==> config.mk <==
export PLATFORM = sky130hd
export DESIGN_NAME = lfa_ctrl
export DESIGN_NICKNAME = d
export VERILOG_FILES = /design/src/rtl/lfa_pkg.sv /design/src/rtl/lfa_ctrl.sv
export VERILOG_INCLUDE_DIRS = /design/src /design/src/rtl
export SDC_FILE = /design/constraint.sdc
export NUM_CORES = 1
export LEC_CHECK = 0
export ABC_AREA = 0
export BUFFER_PORTS_ARGS = -buffer_cell sky130_fd_sc_hd__buf_2
export CAP_MARGIN = 20
export CORE_AREA = 2 2 39 41
export CTS_BUF_LIST = sky130_fd_sc_hd__clkbuf_8
export CTS_CLUSTER_SIZE = 30
export DETAILED_ROUTE_END_ITERATION = 8
export DIE_AREA = 0 0 41 43
export GPL_TIMING_DRIVEN = 0
export PLACE_DENSITY = 0.48
export SETUP_SLACK_MARGIN = 0.1
export SYNTH_ARGS = -nofsm -noshare
export SYNTH_HDL_FRONTEND = slang
export SYNTH_SLANG_ARGS = --single-unit
==> constraint.sdc <==
create_clock -name clk -period 1.6 [get_ports clk]
set_clock_uncertainty 0.15 [all_clocks]
set_input_delay 0 -clock clk [delete_from_list [all_inputs] [get_ports clk]]
set_output_delay 0 -clock clk [all_outputs]
set_load 0.03 [all_outputs]
==> src/rtl/lowest_free_id_allocator_core_macros.svh <==
// Assertion macros for the lowest free id allocator.
// Needs clk and rst_n in the scope where a macro is used.
`ifndef LOWEST_FREE_ID_ALLOCATOR_CORE_MACROS_SVH
`define LOWEST_FREE_ID_ALLOCATOR_CORE_MACROS_SVH

// Property checked at every clock edge outside reset.
`define LFA_ASSERT(lbl, prop, msg) \
    lbl: assert property (@(posedge clk) disable iff (!rst_n) (prop)) else $error(msg);

// Antecedent in one cycle implies consequent in the next.
`define LFA_ASSERT_NEXT(lbl, ante, cons, msg) \
    lbl: assert property (@(posedge clk) disable iff (!rst_n) (ante) |=> (cons)) \
        else $error(msg);

`endif

==> src/rtl/lfa_pkg.sv <==
// Shared types and constants of the lowest free id allocator.
// No dependencies; the files that use it refer to this package by scoped names.
`timescale 1ns / 1ps

package lfa_pkg;

    localparam int CUST_W = 10;
    localparam int ROOM_W = 9;
    localparam int WORD_W = 64;
    localparam int BIT_W  = 6;

    localparam logic MODE_ENTER = 1'b0;
    localparam logic MODE_LEAVE = 1'b1;

    typedef struct packed {
        logic load_in;
        logic find_rd;
        logic take;
        logic open_new;
        logic refuse;
        logic tab_rd;
        logic leave_chk;
        logic leave_skip;
        logic leave_set;
    } cmd_t;

    typedef struct packed {
        logic summ_any;
        logic can_open;
        logic leave_ok;
    } stat_t;

endpackage

==> src/rtl/lfa_ctrl.sv <==
// Controller of the lowest free id allocator: sequences one request at a time
// and owns the handshakes. Depends on lfa_pkg and the assertion macro header.
`timescale 1ns / 1ps
`include "lowest_free_id_allocator_core_macros.svh"

module lfa_ctrl (
    input  logic           clk,
    input  logic           rst_n,
    input  logic           in_valid,
    input  logic           in_mode,
    output logic           in_ready,
    output logic           out_valid,
    input  logic           out_ready,
    input  lfa_pkg::stat_t stat,
    output lfa_pkg::cmd_t  cmd
);

    typedef enum logic [2:0] {
        ST_IDLE,
        ST_FIND,
        ST_TAKE,
        ST_LREAD,
        ST_LCHECK,
        ST_LSET
    } state_t;

    state_t state_reg, state_next;
    logic   in_ready_reg, in_ready_next;
    logic   out_valid_reg, out_valid_next;
    logic   out_free;
    logic   load_out;
    logic [4:0] commit_vec;

    assign out_free   = !out_valid_reg || out_ready;
    assign commit_vec = {cmd.open_new, cmd.refuse, cmd.take, cmd.leave_skip, cmd.leave_set};
    assign load_out   = |commit_vec;

    always_comb
    begin
        cmd        = '0;
        state_next = state_reg;
        unique case (state_reg)
            ST_IDLE:
            begin
                if (in_valid)
                begin
                    cmd.load_in = 1'b1;
                    state_next  = (in_mode == lfa_pkg::MODE_LEAVE) ? ST_LREAD : ST_FIND;
                end
            end
            ST_FIND:
            begin
                if (stat.summ_any)
                begin
                    cmd.find_rd = 1'b1;
                    state_next  = ST_TAKE;
                end
                else if (out_free)
                begin
                    cmd.open_new = stat.can_open;
                    cmd.refuse   = !stat.can_open;
                    state_next   = ST_IDLE;
                end
            end
            ST_TAKE:
            begin
                if (out_free)
                begin
                    cmd.take   = 1'b1;
                    state_next = ST_IDLE;
                end
            end
            ST_LREAD:
            begin
                cmd.tab_rd = 1'b1;
                state_next = ST_LCHECK;
            end
            ST_LCHECK:
            begin
                if (stat.leave_ok)
                begin
                    cmd.leave_chk = 1'b1;
                    state_next    = ST_LSET;
                end
                else if (out_free)
                begin
                    cmd.leave_skip = 1'b1;
                    state_next     = ST_IDLE;
                end
            end
            ST_LSET:
            begin
                if (out_free)
                begin
                    cmd.leave_set = 1'b1;
                    state_next    = ST_IDLE;
                end
            end
            default:
            begin
                state_next = ST_IDLE;
            end
        endcase
    end

    assign in_ready_next  = (state_next == ST_IDLE);
    assign out_valid_next = load_out ? 1'b1 : (out_ready ? 1'b0 : out_valid_reg);

    always_ff @(posedge clk or negedge rst_n)
    begin
        if (!rst_n)
        begin
            state_reg     <= ST_IDLE;
            in_ready_reg  <= 1'b1;
            out_valid_reg <= 1'b0;
        end
        else
        begin
            state_reg     <= state_next;
            in_ready_reg  <= in_ready_next;
            out_valid_reg <= out_valid_next;
        end
    end

    assign in_ready  = in_ready_reg;
    assign out_valid = out_valid_reg;

    `LFA_ASSERT(a_commit_needs_slot, load_out |-> out_free, "result loaded over a pending one")
    `LFA_ASSERT(a_one_commit, $onehot0(commit_vec), "more than one commit at once")
    `LFA_ASSERT_NEXT(a_one_request, in_valid && in_ready_reg, !in_ready_reg,
        "second request accepted while busy")

endmodule

==> results of run 1 <==
cell type report:
| cell class | count | area share [%] |
|---|---|---|
| buffer | 2 | 2.484 |
| sequential | 5 | 21.53 |
| timing repair buffer | 23 | 24.43 |
| multi-input combinational | 32 | 40.79 |
| clock inverter | 1 | 0.6211 |
| clock buffer | 3 | 6.832 |
| tap | 16 | 3.313 |
power by group:
| part | leakage (nW) | switching, mW | internal, mW |
|---|---|---|---|
| clock network | 0.0269 | 0.0586 | 0.164 |
| registers | 0.0576 | 0.0932 | 0.205 |
| logic | 0.197 | 0.407 | 0.292 |
cell families after synthesis:
group	Yosys count	synth area share (%)
flip-flops	5	37.55
AND/OR/NAND/NOR	24	43.12
AO/OA/AOI/OAI	8	16.36
buffers and inverters	2	2.974
path summary, 6_finish.rpt:
| check | startpoint | endpoint | slack [ns] | depth (start not counted) |
|---|---|---|---|---|
| setup / recovery | state_reg[1] | cmd[0] | 0.13 | 3 |
| hold / removal | stat[2] | out_valid | 0.04 | 4 |
| setup reg to reg | state_reg[1] | state_reg[1] | 0.25 | 4 |
| hold reg to reg | state_reg[2] | state_reg[2] | 0.54 | 1 |
| max in group asynchronous | rst_n | state_reg[2] | 0.54 | 3 |
| min in group asynchronous | rst_n | in_ready | 0.12 | 2 |
tightest hold or removal path, delay by kind of cell:
kind	cells	cell delay, ns
buffers and inverters	1	0.12
and+or+nand+nor	1	0.05
AOI/OAI and AO/OA	2	0.19
per-layer routing:
metal / vias up / global-route usage (%) / wire length [µm]
met1: 185 / 14.75 / 387
met3: 0 / 4.712 / 62
met2: 12 / 16.56 / 460
li1: 193 / - / -
met4: 0 / 4.000 / 0
met5: - / 0 / 0
cells in the final DEF, fill, tap and decap left out, types with 2 or more instances in the layout:
cell type,netlist,layout
sky130_fd_sc_hd__buf_2,2,13
sky130_fd_sc_hd__nand3b_1,2,2
sky130_fd_sc_hd__a21oi_1,3,3
sky130_fd_sc_hd__nor2b_1,3,2
sky130_fd_sc_hd__dlygate4sd3_1,0,3
sky130_fd_sc_hd__nor3_2,1,2
sky130_fd_sc_hd__nor2_1,6,5
sky130_fd_sc_hd__dfrtp_2,0,3
sky130_fd_sc_hd__buf_4,0,8
sky130_fd_sc_hd__nand2b_1,3,2
sky130_fd_sc_hd__clkbuf_8,0,3
sky130_fd_sc_hd__nand2_1,2,2
sky130_fd_sc_hd__nor3b_1,2,2
metrics by stage:
step,area [µm²],setup TNS (ns)
after global placement,461.7,0
final,604.3,0
after detailed placement,461.7,0
after floorplan,351.6,-0.2812
after global routing,604.3,0
after CTS,549.3,0
repair_timing:
action | CTS | global route
hold buffers | 3 | 0
buffers inserted | 0 | 2
hold endpoints to repair | 6 | 0
gates cloned | 0 | 0
setup endpoints to repair | 4 | 5
resized for setup | 6 | 13
pin swaps | 0 | 1
==> metrics, run 1 <==
Core ar. 1384 µm²; most area-hungry cell type in the Yosys netlist sky130_fd_sc_hd__dfrtp_1; proportion of synthesized chip area in sequential cells 37.55%; number of port buffers 18; sum of net half-perimeters after detailed placement 665.6 µm; total CTS buffers 3; diode count 0; clock latency on the worst-skew pair 0.22 ns; synth-to-layout area growth 79.55%; Die Width 41 µm; Tmin final 1.470 ns; transition time at the pin with the least slew margin 0.2818 ns; average wire per cell in the routed design 11.10 µm; number of antenna violations at the first check in global routing 0; Filler cells 148; most frequent cell after synthesis sky130_fd_sc_hd__nor2_1; net count reported at finish 75; Num Clock Sinks 5; final WL 910 µm; crit start category flop; count of final setup violators 0; Starting DRT DRC Count 8; power density normalized to cell area 2018 nW/µm²; weighted congestion at the end of routability-driven global placement 0.6265; pin count of the biggest net entering global routing 11; GRT Total Usage 11.41%; most instantiated cells after synthesis 6 x sky130_fd_sc_hd__nor2_1, 4 x sky130_fd_sc_hd__dfrtp_1, 3 x sky130_fd_sc_hd__a21oi_1, 3 x sky130_fd_sc_hd__nand2b_1, 3 x sky130_fd_sc_hd__nor2b_1; worst path required time 1.45 ns; final worst-path setup slack 0.1295 ns; number of H-tree branching levels 1; final worst-path cycle share 91.90%; status finished, final reports clean; die span in y 43 µm; CP top delay family flip-flops; clock root buffer sky130_fd_sc_hd__clkbuf_8; largest buffer count on any clock path 2; share of synthesized registers carrying an async set or reset 100.0%; fraction of final layout cells with drive strength greater than 1 57.58%; buffers plus inverters on the worst setup path 1; Distinct cells, synth 20; Layout Utilization 43.67%; first-pass GRT wire length 1345 µm; Slew Viols, Final 0; unrepaired setup endpoints after global routing yes; non-filler cells, final 82; final routed DRC violation total 0; number of synthesized flops with an enable pin 0; overall die area 1763 µm²; area fraction of the dominant cell type after synthesis 29.74%; CTS tree yes; post-detailed-route count of antenna-violating nets 0; count of maximum capacitance violations 0; cell at the slowest stage of the critical path sky130_fd_sc_hd__dfrtp_2; Leak 0.2811 nW; cells taking the most area after synthesis sky130_fd_sc_hd__dfrtp_1 30%, sky130_fd_sc_hd__dfstp_2 7.8%, sky130_fd_sc_hd__nor2_1 6.7%; area of the multi-input gates 246.5 µm²; flip-flop and latch count after synthesis 5; clk slew on worst S/H paths 0.04 ns; syn avg cell area 8.630 µm²; dominant synthesized flop cell sky130_fd_sc_hd__dfrtp_1; maximum clock frequency 0.6801 GHz; Worst Hold Slack 0.04371 ns; number of placed instances, taps included 73; I/O pins 19; CP max stage delay 0.46 ns; Remaining Overflow, GRT 0; worst slack, placed 0.2535 ns; worst IR drop on VDD 0.6106 mV; number of hold-slack violations in the final timing report 0; Mapped Nets 47; number of flip-flops under the largest register name 3; endpoint class of the critical path output port; Synth Warn # 0; worst-path cell chain nand2b_2 -> nor3b_1 -> buf_4; standard-cell rows 14; Initial Utilization 24.32%; cell count after synthesis 39; arrival time worst endpoint 1.32 ns; FF+latch area 130.1 µm²; routed via count divided by cell count 4.756; vias in the first global route 310; cell area after synthesis 336.6 µm²; max-slew headroom at the worst pin 81.13%; total chip power 1.220 mW; iteration count of the initial detailed-routing pass 3; critical path class reg -> out; via count 390; worst hold path class in -> reg; crit-path max FO 6
Note: power is estimated with default switching activity, not from simulation.
==> run 2: changes to the inputs <==
--- a/config.mk
+++ b/config.mk
@@ -15,6 +15,7 @@
 export DETAILED_ROUTE_END_ITERATION = 8
 export DIE_AREA = 0 0 41 43
 export GPL_TIMING_DRIVEN = 0
+export MAX_ROUTING_LAYER = met4
 export PLACE_DENSITY = 0.48
 export SETUP_SLACK_MARGIN = 0.1
 export SYNTH_ARGS = -nofsm -noshare
==> metrics, run 2 (synthesized netlist as in run 1, its figures left out) <==
status finished, final reports clean; largest buffer count on any clock path 2; weighted congestion at the end of routability-driven global placement 0.6313; number of placed instances, taps included 73; via count 390; commonest non-fill, non-tap cell in the layout sky130_fd_sc_hd__buf_2; Core ar. 1384 µm²; accumulated negative setup slack 0 ns; Num Clock Sinks 5; clk slew on worst S/H paths 0.04 ns; first-pass GRT wire length 1345 µm; overall die area 1763 µm²; arrival time worst endpoint 1.32 ns; final worst-path setup slack 0.1285 ns; number of H-tree branching levels 1; Slew Viols, Final 0; vias in the first global route 309; unrepaired setup endpoints after global routing yes; area of the multi-input gates 246.5 µm²; post-detailed-route count of antenna-violating nets 0; clock latency on the worst-skew pair 0.22 ns; most frequent cells in the layout 13 x sky130_fd_sc_hd__buf_2, 8 x sky130_fd_sc_hd__buf_4, 5 x sky130_fd_sc_hd__nor2_1; I/O pins 19; worst-path cell chain nand2b_2 -> nor3b_1 -> buf_4; Leak 0.2811 nW; net count reported at finish 75; endpoint class of the critical path output port; Worst Hold Slack 0.04533 ns; standard-cell rows 14; crit-path max FO 6; placed instance area 461.7 µm²; Starting DRT DRC Count 6; final WL 912 µm; pin count of the biggest net entering global routing 11; iteration count of the initial detailed-routing pass 2; worst slack, placed 0.2535 ns; clock root buffer sky130_fd_sc_hd__clkbuf_8; maximum clock frequency 0.6796 GHz; Filler cells 148; Remaining Overflow, GRT 0; worst IR drop on VDD 0.6107 mV; number of port buffers 18; max-slew headroom at the worst pin 81.12%; number of antenna violations at the first check in global routing 0; sum of net half-perimeters after detailed placement 665.6 µm; diode count 0; power density normalized to cell area 2021 nW/µm²; worst path required time 1.45 ns; cell at the slowest stage of the critical path sky130_fd_sc_hd__dfrtp_2; crit start category flop; average wire per cell in the routed design 11.12 µm; CP top delay family flip-flops; total CTS buffers 3; routed via count divided by cell count 4.756; count of final setup violators 0; CP max stage delay 0.46 ns; synth-to-layout area growth 79.55%; number of flip-flops under the largest register name 3; die span in y 43 µm; count of maximum capacitance violations 0; worst hold path class in -> reg; CTS tree yes; final worst-path cycle share 91.97%; Die Width 41 µm; FF+latch area 130.1 µm²; transition time at the pin with the least slew margin 0.2820 ns; final design area excluding fillers 604.3 µm²; Tmin final 1.471 ns; number of hold-slack violations in the final timing report 0; fraction of final layout cells with drive strength greater than 1 57.58%; critical path class reg -> out; final routed DRC violation total 0; GRT Total Usage 11.70%; buffers plus inverters on the worst setup path 1; non-filler cells, final 82; Initial Utilization 24.32%
[run 2: stage by stage]
stage	util, %	total power [mW]
2_1_floorplan	-	0.7239
3_3_place_gp	33.36	0.8731
3_5_place_dp	33.36	0.8764
4_1_cts	39.69	1.132
5_1_grt	43.67	1.301
6_report	43.67	1.221
[run 2: layout make-up]
type                    count  area share, %
multi-input cells          32          40.79
repair buffers             23          24.43
flip-flops and latches      5          21.53
clock buffers               3          6.832
well taps                  16          3.313
plain buffers               2          2.484
clock inverters             1         0.6211
[run 2: path summary, 6_finish.rpt]
check,startpoint,cells past startpoint,to,slack (ns)
max,state_reg[1],3,cmd[0],0.13
min reg2reg,state_reg[2],1,state_reg[2],0.54
min,stat[2],4,out_valid,0.05
max in group asynchronous,rst_n,3,state_reg[2],0.54
min in group asynchronous,rst_n,2,in_ready,0.12
max reg2reg,state_reg[1],4,state_reg[1],0.25
[run 2: timing repair]
action                                 in CTS  in global routing
setup endpoints to repair                   4                  5
setup buffers                               0                  2
hold buffers                                3                  0
endpoints found under the hold margin       6                  0
resized for setup                           6                 13
pin swaps                                   0                  1
[run 2: report_power, final]
group	total (mW)	internal, mW	switching [mW]
logic	0.700	0.292	0.408
clock network	0.223	0.164	0.0586
registers	0.299	0.205	0.0940
total	1.22	0.661	0.560
[run 2: worst reg2reg max path: cells and delay by family (launching register included)]
| family | cells | cell delay [ns] |
|---|---|---|
| buf+inv | 1 | 0.16 |
| flops | 1 | 0.46 |
| simple gates | 1 | 0.14 |
| compound gates | 2 | 0.37 |
[run 2: layer usage]
metal  wire length [µm]  global-route usage (%)
met3                 61                   4.712
met4                  0                   4.000
met2                455                   16.56
met1                395                   14.75
met5                  0                       -
